## src/rtl/acpu_pkg.sv

```systemverilog
// shared types, opcodes and fault codes for the accumulator cpu execute block
// no dependencies
`default_nettype none

package acpu_pkg;

    localparam int unsigned DATA_W  = 8;
    localparam int unsigned ADDR_W  = 8;
    localparam int unsigned INSTR_W = 16;
    localparam int unsigned MEM_DEPTH = 256;

    typedef enum logic [3:0] {
        OP_NOOP  = 4'h0,
        OP_ALUI  = 4'h1,
        OP_ALUM  = 4'h2,
        OP_CLAC  = 4'h3,
        OP_STORE = 4'h4,
        OP_BEQZ  = 4'h5,
        OP_HALT  = 4'hF
    } t_opcode;

    typedef enum logic [1:0] {
        FAULT_NONE   = 2'd0,
        FAULT_ALUSEL = 2'd1,
        FAULT_OPCODE = 2'd2
    } t_fault;

    localparam logic [3:0] SEL_ADD = 4'h0;
    localparam logic [3:0] SEL_SUB = 4'h1;

    localparam logic ACT_EXEC = 1'b0;
    localparam logic ACT_LOAD = 1'b1;

    typedef struct packed {
        logic              en;
        logic [ADDR_W-1:0] addr;
        logic [DATA_W-1:0] data;
    } t_mem_wr;

    typedef struct packed {
        logic [DATA_W-1:0] acc;
        logic              zero;
        logic              carry;
        logic              overflow;
    } t_alu_res;

endpackage

`default_nettype wire

```

## src/rtl/acpu_ram.sv

```systemverilog
// generic single write port, single read port ram with registered read
// no dependencies
`default_nettype none

module acpu_ram #(
    parameter int unsigned WIDTH = 8,
    parameter int unsigned DEPTH = 256
) (
    input  wire logic                     i_clk,
    input  wire logic                     i_wr_en,
    input  wire logic [$clog2(DEPTH)-1:0] i_wr_addr,
    input  wire logic [WIDTH-1:0]         i_wr_data,
    input  wire logic                     i_rd_en,
    input  wire logic [$clog2(DEPTH)-1:0] i_rd_addr,
    output logic      [WIDTH-1:0]         o_rd_data
);

    logic [WIDTH-1:0] r_mem [DEPTH];
    logic [WIDTH-1:0] r_rd_data;

    always_ff @(posedge i_clk) begin
        if (i_wr_en) begin
            r_mem[i_wr_addr] <= i_wr_data;
        end
        if (i_rd_en) begin
            r_rd_data <= r_mem[i_rd_addr];
        end
    end

    assign o_rd_data = r_rd_data;

endmodule

`default_nettype wire

```

## src/rtl/acpu_dmem.sv

```systemverilog
// data memory: ram, per-byte valid bits for the zero reset, write-to-read forwarding
// depends on acpu_pkg and acpu_ram
`default_nettype none

module acpu_dmem (
    input  wire logic                          i_clk,
    input  wire logic                          i_rst_n,
    input  wire logic                          i_rd_en,
    input  wire logic [acpu_pkg::ADDR_W-1:0]   i_rd_addr,
    input  wire acpu_pkg::t_mem_wr             i_wr,
    output logic      [acpu_pkg::DATA_W-1:0]   o_rd_data
);

    logic [acpu_pkg::MEM_DEPTH-1:0] r_vld;
    logic                           r_rd_vld;
    logic                           r_fwd_hit;
    logic [acpu_pkg::DATA_W-1:0]    r_fwd_data;
    logic [acpu_pkg::DATA_W-1:0]    ram_rd_data;

    acpu_ram #(
        .WIDTH (acpu_pkg::DATA_W),
        .DEPTH (acpu_pkg::MEM_DEPTH)
    ) u_ram (
        .i_clk     (i_clk),
        .i_wr_en   (i_wr.en),
        .i_wr_addr (i_wr.addr),
        .i_wr_data (i_wr.data),
        .i_rd_en   (i_rd_en),
        .i_rd_addr (i_rd_addr),
        .o_rd_data (ram_rd_data)
    );

    always_ff @(posedge i_clk) begin
        if (!i_rst_n) begin
            r_vld     <= '0;
            r_rd_vld  <= 1'b0;
            r_fwd_hit <= 1'b0;
        end else begin
            if (i_wr.en) begin
                r_vld[i_wr.addr] <= 1'b1;
            end
            if (i_rd_en) begin
                r_rd_vld  <= r_vld[i_rd_addr];
                r_fwd_hit <= i_wr.en && (i_wr.addr == i_rd_addr);
            end
        end
    end

    always_ff @(posedge i_clk) begin
        if (i_rd_en) begin
            r_fwd_data <= i_wr.data;
        end
    end

    always_comb begin
        if (r_fwd_hit) begin
            o_rd_data = r_fwd_data;
        end else if (r_rd_vld) begin
            o_rd_data = ram_rd_data;
        end else begin
            o_rd_data = '0;
        end
    end

endmodule

`default_nettype wire

```

## src/rtl/acpu_alu.sv

```systemverilog
// 8-bit add / subtract with zero, carry and overflow flags
// depends on acpu_pkg
`default_nettype none

module acpu_alu (
    input  wire logic [acpu_pkg::DATA_W-1:0] i_acc,
    input  wire logic [acpu_pkg::DATA_W-1:0] i_operand,
    input  wire logic                        i_sub,
    output acpu_pkg::t_alu_res               o_res
);

    logic [acpu_pkg::DATA_W-1:0] addend;
    logic [acpu_pkg::DATA_W:0]   sum;
    logic                        same_sign;

    always_comb begin
        addend    = i_sub ? (~i_operand + acpu_pkg::DATA_W'(1)) : i_operand;
        sum       = {1'b0, i_acc} + {1'b0, addend};
        same_sign = i_sub ? (i_acc[acpu_pkg::DATA_W-1] != i_operand[acpu_pkg::DATA_W-1])
                          : (i_acc[acpu_pkg::DATA_W-1] == i_operand[acpu_pkg::DATA_W-1]);
        o_res.acc      = sum[acpu_pkg::DATA_W-1:0];
        o_res.carry    = sum[acpu_pkg::DATA_W];
        o_res.zero     = (sum[acpu_pkg::DATA_W-1:0] == '0);
        o_res.overflow = same_sign &&
                         (sum[acpu_pkg::DATA_W-1] != i_acc[acpu_pkg::DATA_W-1]);
    end

endmodule

`default_nettype wire

```

## src/rtl/accumulator_cpu_execute.sv

```systemverilog
// top level of the accumulator cpu execute block: handshake, machine state, execute stage
// depends on acpu_pkg, acpu_dmem, acpu_alu
//
// usage
// - input channel: i_in_valid / o_in_stall; an item is taken at a rising edge with valid
//   high and stall low. i_action 0 executes i_instruction, 1 writes i_load_data to
//   data memory at i_load_address
// - output channel: o_out_valid / i_out_stall; one result item per input item, in order,
//   giving the fetch address, accumulator and flags after that item plus its fault code
// - sequence: the data memory read is issued at accept, the item then executes in the
//   execute stage and its result is registered in the result register when it fires
// - throughput: one item per cycle while i_out_stall is low; a store or load followed
//   directly by a memory add/sub to the same byte is forwarded, so no bubbles
// - stall: the result register holds while i_out_stall is high; one more item waits in
//   the execute stage, after which o_in_stall rises
// - reset (i_rst_n low, synchronous): pc, accumulator, flags and halted clear, all data
//   memory bytes read as zero at once (valid bit per byte), both channels empty
`default_nettype none

module accumulator_cpu_execute (
    input  wire logic                               i_clk,
    input  wire logic                               i_rst_n,
    input  wire logic                               i_in_valid,
    output logic                                    o_in_stall,
    input  wire logic                               i_action,
    input  wire logic [acpu_pkg::INSTR_W-1:0]       i_instruction,
    input  wire logic [acpu_pkg::ADDR_W-1:0]        i_load_address,
    input  wire logic [acpu_pkg::DATA_W-1:0]        i_load_data,
    output logic                                    o_out_valid,
    input  wire logic                               i_out_stall,
    output logic      [acpu_pkg::ADDR_W-1:0]        o_fetch_address,
    output logic signed [acpu_pkg::DATA_W-1:0]      o_acc_value,
    output logic                                    o_zero_out,
    output logic                                    o_carry_out,
    output logic                                    o_overflow_out,
    output logic                                    o_halted_out,
    output logic      [1:0]                         o_fault
);

    // machine state
    logic [acpu_pkg::ADDR_W-1:0] r_pc,  n_pc;
    logic [acpu_pkg::DATA_W-1:0] r_acc, n_acc;
    logic                        r_z, n_z;
    logic                        r_c, n_c;
    logic                        r_v, n_v;
    logic                        r_halted, n_halted;
    acpu_pkg::t_fault            n_fault;

    // execute stage
    logic                         r_s1_valid;
    logic                         r_s1_action;
    logic [acpu_pkg::INSTR_W-1:0] r_s1_instr;
    logic [acpu_pkg::ADDR_W-1:0]  r_s1_laddr;
    logic [acpu_pkg::DATA_W-1:0]  r_s1_ldata;

    // result register
    logic                        r_out_valid;
    logic [acpu_pkg::ADDR_W-1:0] r_out_pc;
    logic [acpu_pkg::DATA_W-1:0] r_out_acc;
    logic                        r_out_z;
    logic                        r_out_c;
    logic                        r_out_v;
    logic                        r_out_halted;
    acpu_pkg::t_fault            r_out_fault;

    logic                        s1_fire;
    logic                        in_accept;
    acpu_pkg::t_opcode           opcode;
    logic [3:0]                  sel;
    logic [acpu_pkg::DATA_W-1:0] opnd;
    logic [acpu_pkg::DATA_W-1:0] mem_data;
    logic [acpu_pkg::DATA_W-1:0] alu_operand;
    acpu_pkg::t_alu_res          alu_res;
    acpu_pkg::t_mem_wr           mem_wr;
    logic                        exec_live;

    assign s1_fire    = r_s1_valid && (!r_out_valid || !i_out_stall);
    assign o_in_stall = r_s1_valid && !s1_fire;
    assign in_accept  = i_in_valid && !o_in_stall;

    assign opcode    = acpu_pkg::t_opcode'(r_s1_instr[15:12]);
    assign sel       = r_s1_instr[11:8];
    assign opnd      = r_s1_instr[7:0];
    assign exec_live = (r_s1_action == acpu_pkg::ACT_EXEC) && !r_halted;

    acpu_dmem u_dmem (
        .i_clk     (i_clk),
        .i_rst_n   (i_rst_n),
        .i_rd_en   (in_accept),
        .i_rd_addr (i_instruction[7:0]),
        .i_wr      (mem_wr),
        .o_rd_data (mem_data)
    );

    assign alu_operand = (opcode == acpu_pkg::OP_ALUM) ? mem_data : opnd;

    acpu_alu u_alu (
        .i_acc     (r_acc),
        .i_operand (alu_operand),
        .i_sub     (sel == acpu_pkg::SEL_SUB),
        .o_res     (alu_res)
    );

    always_comb begin
        mem_wr.en   = 1'b0;
        mem_wr.addr = opnd;
        mem_wr.data = r_acc;
        if (s1_fire) begin
            if (r_s1_action == acpu_pkg::ACT_LOAD) begin
                mem_wr.en   = 1'b1;
                mem_wr.addr = r_s1_laddr;
                mem_wr.data = r_s1_ldata;
            end else if (exec_live && (opcode == acpu_pkg::OP_STORE)) begin
                mem_wr.en = 1'b1;
            end
        end
    end

    always_comb begin
        n_pc     = r_pc;
        n_acc    = r_acc;
        n_z      = r_z;
        n_c      = r_c;
        n_v      = r_v;
        n_halted = r_halted;
        n_fault  = acpu_pkg::FAULT_NONE;
        if (exec_live) begin
            n_pc = r_pc + acpu_pkg::ADDR_W'(1);
            case (opcode)
                acpu_pkg::OP_NOOP, acpu_pkg::OP_STORE: begin
                end
                acpu_pkg::OP_ALUI, acpu_pkg::OP_ALUM: begin
                    if ((sel == acpu_pkg::SEL_ADD) || (sel == acpu_pkg::SEL_SUB)) begin
                        n_acc = alu_res.acc;
                        n_z   = alu_res.zero;
                        n_c   = alu_res.carry;
                        n_v   = alu_res.overflow;
                    end else begin
                        n_fault = acpu_pkg::FAULT_ALUSEL;
                    end
                end
                acpu_pkg::OP_CLAC: begin
                    n_acc = '0;
                    n_z   = 1'b1;
                end
                acpu_pkg::OP_BEQZ: begin
                    if (r_z) begin
                        n_pc = opnd;
                    end
                end
                acpu_pkg::OP_HALT: begin
                    n_halted = 1'b1;
                end
                default: begin
                    n_halted = 1'b1;
                    n_fault  = acpu_pkg::FAULT_OPCODE;
                end
            endcase
        end
    end

    always_ff @(posedge i_clk) begin
        if (!i_rst_n) begin
            r_pc        <= '0;
            r_acc       <= '0;
            r_z         <= 1'b0;
            r_c         <= 1'b0;
            r_v         <= 1'b0;
            r_halted    <= 1'b0;
            r_s1_valid  <= 1'b0;
            r_out_valid <= 1'b0;
        end else begin
            if (s1_fire) begin
                r_pc     <= n_pc;
                r_acc    <= n_acc;
                r_z      <= n_z;
                r_c      <= n_c;
                r_v      <= n_v;
                r_halted <= n_halted;
            end
            if (in_accept) begin
                r_s1_valid <= 1'b1;
            end else if (s1_fire) begin
                r_s1_valid <= 1'b0;
            end
            if (s1_fire) begin
                r_out_valid <= 1'b1;
            end else if (!i_out_stall) begin
                r_out_valid <= 1'b0;
            end
        end
    end

    // payload registers
    always_ff @(posedge i_clk) begin
        if (in_accept) begin
            r_s1_action <= i_action;
            r_s1_instr  <= i_instruction;
            r_s1_laddr  <= i_load_address;
            r_s1_ldata  <= i_load_data;
        end
        if (s1_fire) begin
            r_out_pc     <= n_pc;
            r_out_acc    <= n_acc;
            r_out_z      <= n_z;
            r_out_c      <= n_c;
            r_out_v      <= n_v;
            r_out_halted <= n_halted;
            r_out_fault  <= n_fault;
        end
    end

    assign o_out_valid     = r_out_valid;
    assign o_fetch_address = r_out_pc;
    assign o_acc_value     = r_out_acc;
    assign o_zero_out      = r_out_z;
    assign o_carry_out     = r_out_c;
    assign o_overflow_out  = r_out_v;
    assign o_halted_out    = r_out_halted;
    assign o_fault         = r_out_fault;

endmodule

`default_nettype wire

```

## config.mk

```make
export PLATFORM = sky130hd
export DESIGN_NAME = accumulator_cpu_execute
export DESIGN_NICKNAME = d
export VERILOG_FILES = /design/src/rtl/acpu_pkg.sv /design/src/rtl/acpu_ram.sv /design/src/rtl/acpu_dmem.sv /design/src/rtl/acpu_alu.sv /design/src/rtl/accumulator_cpu_execute.sv
export SDC_FILE = /design/constraint.sdc
export NUM_CORES = 2
export LEC_CHECK = 0
export BUFFER_PORTS_ARGS = -buffer_cell sky130_fd_sc_hd__buf_2
export CAP_MARGIN = 20
export CORE_AREA = 4 4 458 460
export CTS_BUF_LIST = sky130_fd_sc_hd__clkbuf_4 sky130_fd_sc_hd__clkbuf_8
export CTS_CLUSTER_SIZE = 10
export DETAILED_ROUTE_END_ITERATION = 10
export DIE_AREA = 0 0 462 464
export GPL_TIMING_DRIVEN = 0
export SYNTH_ARGS = -nofsm -noshare
export SYNTH_HDL_FRONTEND = slang
export SYNTH_SLANG_ARGS = --single-unit
```

## constraint.sdc

```tcl
create_clock -name i_clk -period 4.6 [get_ports i_clk]
set_input_delay 0.92 -clock i_clk [delete_from_list [all_inputs] [get_ports i_clk]]
set_output_delay 0.92 -clock i_clk [all_outputs]
set_load 0.005 [all_outputs]
```

* Word-level counts from Yosys, hierarchy flattened *
Memories as Yosys holds them, arrays and structs flattened. A register that Yosys moved wholly into a read port is not among the register bits.
Cells that the tools add are included.
W data, S select, Z words.

word-level totals
  bits in writable memories = 2048
  memory bits (read-only) = 0
  memories = 1
  output and inout port bits = 24
  logic and storage cells = 105
  register bits = 343
  input bits = 37
  latch bits = 0

memories
  memory              words  width  read ports  clocked after memory_dff  write ports  RTL line        text
  u_dmem.u_ram.r_mem  256    8      1           1                         1            acpu_ram.sv:18  logic [WIDTH-1:0] r_mem [DEPTH];

cells by class
  multipliers = 0
  reductions and logical operators = 22
  div/mod/pow operators = 0
  $lt $le $gt $ge = 3
  shifts and indexed selects = 0
  multiplexer cells = 38
  eq/ne operators = 12
  add/subtract/negate cells = 3
  bitwise operators = 3

operator list
  kind                   number
  $or A256 B256 Y256     1
  $mux W8                9
  $mux W1                22
  $lt A8 B9 Y1 const B   2
  $mux W17               1
  $add A8 B1 Y8 const B  2
  $mux W16               1
  $pmux W8 S2            1
  $add A8 B8 Y9          1
  $bmux W1 S8            1
  $demux W1 S8           1
  $eq A4 B1 Y1 const B   2
  $eq A4 B2 Y1 const B   2
  $eq A4 B3 Y1 const B   2
  $eq A8 B8 Y1           1
  $ge A8 B1 Y1 const B   1
  $logic_and A1 B1 Y1    8
  $logic_not A4 Y1       2
  $logic_not A8 Y1       1
  $not A8 Y8             1
  $reduce_or A6 Y1       1
  $logic_not A1 Y1       5
  $reduce_or A5 Y1       1
  $eq A4 B4 Y1 const B   1
  9 further kinds        11

* Longest topological paths before layout *
  word-level depth = 12
  depth in mapped cells = 18
  depth with buffers taken out = 16

* By module *
From an unflattened synthesis, not the netlist that was laid out.

unflattened totals
  cell total of the unflattened synthesis = 5204
  area, all modules = 95086.2 um^2

modules (own cells, without submodules)
  module                   cells each  seq. area each (um^2)  area each (um^2)  instances
  acpu_ram                 3733        61739.2                79636.4           1
  acpu_dmem                1154        5405.2                 11548.6           1
  accumulator_cpu_execute  249         2092.0                 3360.7            1
  acpu_alu                 68          0.0                    540.5             1

* Worst setup path before layout *
Ideal clock, no wire load.

  path kind = input -> register
  start point = input i_out_stall
  end point = register u_dmem.r_fwd_data[1] (netlist name), data pin
  path slack = 0.482 ns
  data arrival time = 3.560 ns
  stages = 6
  buffers on the path = 2
  setup time = 0.559 ns
  data required time = 4.041 ns
  cells stage by stage = a21bo_2 > inv_2 > nand2_4 > buf_6 > buf_2 > mux2_2

RTL lines
  item                  RTL line                       text
  start, declared       accumulator_cpu_execute.sv:30  input wire logic i_out_stall,
  end signal, assigned  acpu_dmem.sv:51                r_fwd_data <= i_wr.data;
  end, declared         acpu_dmem.sv:17                logic [acpu_pkg::DATA_W-1:0] r_fwd_data;

==> run_results.csv <==
group,metric,value,unit
yosys,synthFlopType,"edfxtp_1",
global_route,antenna_found_initial,10,
pwr,power,45.0,mW
floorplan,core,0.206,mm^2
pwr,ir_worst_vdd,0.000221,V
timing,max_freq,203,MHz
layout,syn2layout_area_growth,14.4,%
place,place.gp.congestion,0.962,
yosys,synth_top_area_share,69.0,%
global_route,grt_max_degree,165,
setup_path,path_delay_family,"compound AO/OA/AOI/OAI gates",
clock_network,clockRootBuffer,"clkbuf_8",
detailed_routing,drtIter0Drc,7003,
yosys,synthesis.area,0.0922,mm^2
clock_network,cts_max_path_buffers,4,
place,port_buffers,59,
outcome,violations,"setup timing",
timing,period_needed,4.92,ns
setup_path,startpoint_type,"input port",
yosys,yosys-top-cells-count,"2119 x edfxtp_1, 573 x mux4_2, 310 x nor2_1, 280 x dfxtp_1, 261 x o21a_1",
yosys,yosysSeqAreaShare,75.1,%
yosys,synth_area_leaders,"edfxtp_1 69%, mux4_2 14%, dfxtp_1 6.1%",
setup_path,critPathRequiredTime,5.26,ns
timing,hold_viol_final,0,
setup_path,worstPathMaxFanout,10,
timing,skew,0.102,ns
pwr,p_per_area,426,mW/mm^2
hold_path,hp-class,"in -> reg",
setup_path,r2r-start,"r_s1_valid$_SDFFE_PN0P_",
detailed_routing,wl_per_cell,34.1,um
detailed_routing,vias_per_cell,6.21,
pwr,leakage,32.0,nW
yosys,synth_top_area_cell,"edfxtp_1",
clock_network,insertion_delay,1.08,ns
outcome,status,"finished with violations",
clock_network,cts_tree,"done",
detailed_routing,wl,280000,um
detailed_routing,ant_nets,0,
setup_path,crit_chain,"buf_2 > buf_2 > buf_2 > buf_2 > buf_2 > mux4_2 > a221oi_1 > o221ai_1 > a22oi_1 > o221ai_1",
yosys,avgSynthCellArea,19.9,um^2
yosys,async_reset_ff_share,0,%
setup_path,cp.arrival,5.59,ns
yosys,ys_warn_count,0,
timing,setup_viol,7,
global_route,track_usage,26.0,%
clock_network,cts.sinks,2399,
detailed_routing,dr.pass1.iters,8,
yosys,synth-seq-cells,2399,
floorplan,fp.dieH,464,um
setup_path,cpPeakStageDelay,0.78,ns
floorplan,dieArea,0.214,mm^2
timing,maxSlewViolCount,0,
detailed_routing,drc,0,
yosys,yosysUniqueCellTypes,69,
layout,post-route-util,51.2,%
global_route,grt.overflow.total,0,
global_route,grt_pass1_wl,389000,um
timing,relSlewSlack,13.7,%
clock_network,path_clk_slew,0.06,ns
floorplan,die_w,462,um
yosys,synthCells,4630,
place,dp_hpwl,190000,um
timing,fin_crit_sh,107,%
yosys,synth_edf_count,2119,
setup_path,crit_start,"i_instruction[1]",
timing,finalWorstSetupSlack,-0.322,ns
layout,final_cells,8227,
floorplan,initial_core_util,44.8,%
yosys,synth_fp_nets,4680,
detailed_routing,vias,51100,
clock_network,cts_made_buffers,396,
global_route,grt_pass1_vias,50500,
run,cap_violations,0,
floorplan,io_pins,61,
layout,fin_nets,5263,
floorplan,num_rows,167,
clock_network,htreeDepth,5,
timing,grt_setup_unrepaired,"true",
setup_path,endpoint_kind,"register",
setup_path,critPathSlowestCell,"a22oi_1",
layout,drive_gt1_share,28.4,%
setup_path,worst_path_most_repeated_cell,"buf_2",
hold_path,hold_path_startpoint,"i_out_stall",
yosys,yosysMostFrequentCell,"edfxtp_1",
setup_path,worstSetupPathType,"in -> reg",
timing,tightestPinTransition,1.29,ns
setup_path,worstPathBufferInverterCount,5,
place,dp.cells,7467,
[flip-flops by register name (all words and copies together) (netlist names), 2 cells and up]
signal,flops
o_acc_value,8
u_dmem.u_ram.o_rd_data,8
o_fetch_address,8
r_acc,8
u_dmem.r_fwd_data,8
r_pc,8
r_s1_ldata,8
u_dmem.u_ram.r_mem,2048
u_dmem.r_vld,256
r_s1_instr,16
o_fault,2
r_s1_laddr,8
[report_power, final]
part           switching [mW]  leakage [nW]  internal, mW
clock                    8.39          4.18          10.3
sequential             0.0489          20.0          23.8
combinational            1.76          7.84         0.767
total                    10.2          32.0          34.8
[metrics by stage]
step | setup WS [ns] | cell area, um^2 | hold slack, ns | TNS, ns
CTS | 0.00150 | 105000 | 0.0315 | 0
finish | -0.322 | 106000 | 0.126 | -1.02
detailed placement | -1.62 | 97100 | 0.448 | -28.32
global route | -0.0620 | 106000 | 0.0993 | -0.0620
floorplan | 0.482 | 92200 | 0.433 | 0
global placement | -2.39 | 95900 | 0.441 | -4447.67
[cell usage in the layout (no fill, tap or decap), drive strengths merged, types with 9 or more instances in the layout]
master | synthesis | layout
clkinv | 0 | 106
mux4 | 573 | 573
nand2 | 92 | 92
a22oi | 155 | 155
mux2i | 20 | 20
xor2 | 10 | 10
dlygate4sd3 | 0 | 27
a221oi | 66 | 66
buf | 148 | 299
nor2 | 310 | 310
o22ai | 19 | 19
xnor2 | 10 | 10
a211oi | 9 | 9
o221ai | 25 | 25
a22o | 71 | 71
nor3 | 35 | 35
inv | 14 | 17
dfxtp | 280 | 280
mux2 | 12 | 12
ha | 12 | 12
o21a | 261 | 261
nor2b | 10 | 10
nand2b | 10 | 10
nand3 | 27 | 27
edfxtp | 2119 | 2119
clkbuf | 147 | 733
a21oi | 92 | 92
o21ai | 32 | 32
[layer usage]
layer,up-vias,part of all wire [%],GRT usage [%]
li1,20400,-,-
met1,27100,39,36.2
met2,2966,45,39.0
met3,605,10,6.20
met4,0,4.9,11.6
met5,-,0,0
[logic make-up after synthesis]
group | share of synthesized area (%)
and+or+nand+nor | 2.48
AOI/OAI and AO/OA | 6.05
adders and majority gates | 0.206
muxes | 14.4
buffers and inverters | 1.64
xor gates and xnor gates | 0.190
DFF | 75.1
[worst register-to-register path, cell delays in order, from the launching register on]
cell and delay, ns:
dfxtp_1 0.35, a21bo_2 0.25, clkbuf_1 0.34, nor4b_1 0.42, o221ai_1 0.22, nor2_1 0.19, nand2_1 0.49, clkbuf_1 0.63
nor2_1 1.05
[cell type report]
type                            instances  area [um^2]
Fill cell                           16500       101000
Timing Repair Buffer                  186         1820
Multi-Input combinational cell       1922        21700
Sequential cell                      2399        69200
Antenna cell                            3         7.51
Tap cell                             2704         3380
Clock buffer                          580         7060
Buffer                                294         1490
Inverter                               14         52.6
Clock inverter                        125          791
[repair_timing]
action / 4_1_cts / 5_1_grt
buffers inserted: 0 / 0
setup endpoints to repair: 9 / 10
hold buffers: 27 / 0
endpoints found under the hold margin: 27 / 0
gates cloned: 0 / 0
resized for setup: 11 / 24
[worst paths after layout]
kind                                          end  slack, ns  cells past startpoint
min reg2reg         u_dmem.r_vld[18]$_SDFFE_PN0P_       0.46                      1
min                      o_out_valid$_SDFFE_PN0P_       0.13                      3
max reg2reg  u_dmem.u_ram.r_mem[200][6]$_DFFE_PP_       0.25                      8
max           u_dmem.u_ram.o_rd_data[2]$_DFFE_PP_      -0.32                     10
No activity file was read; power rests on OpenSTA's default activity.
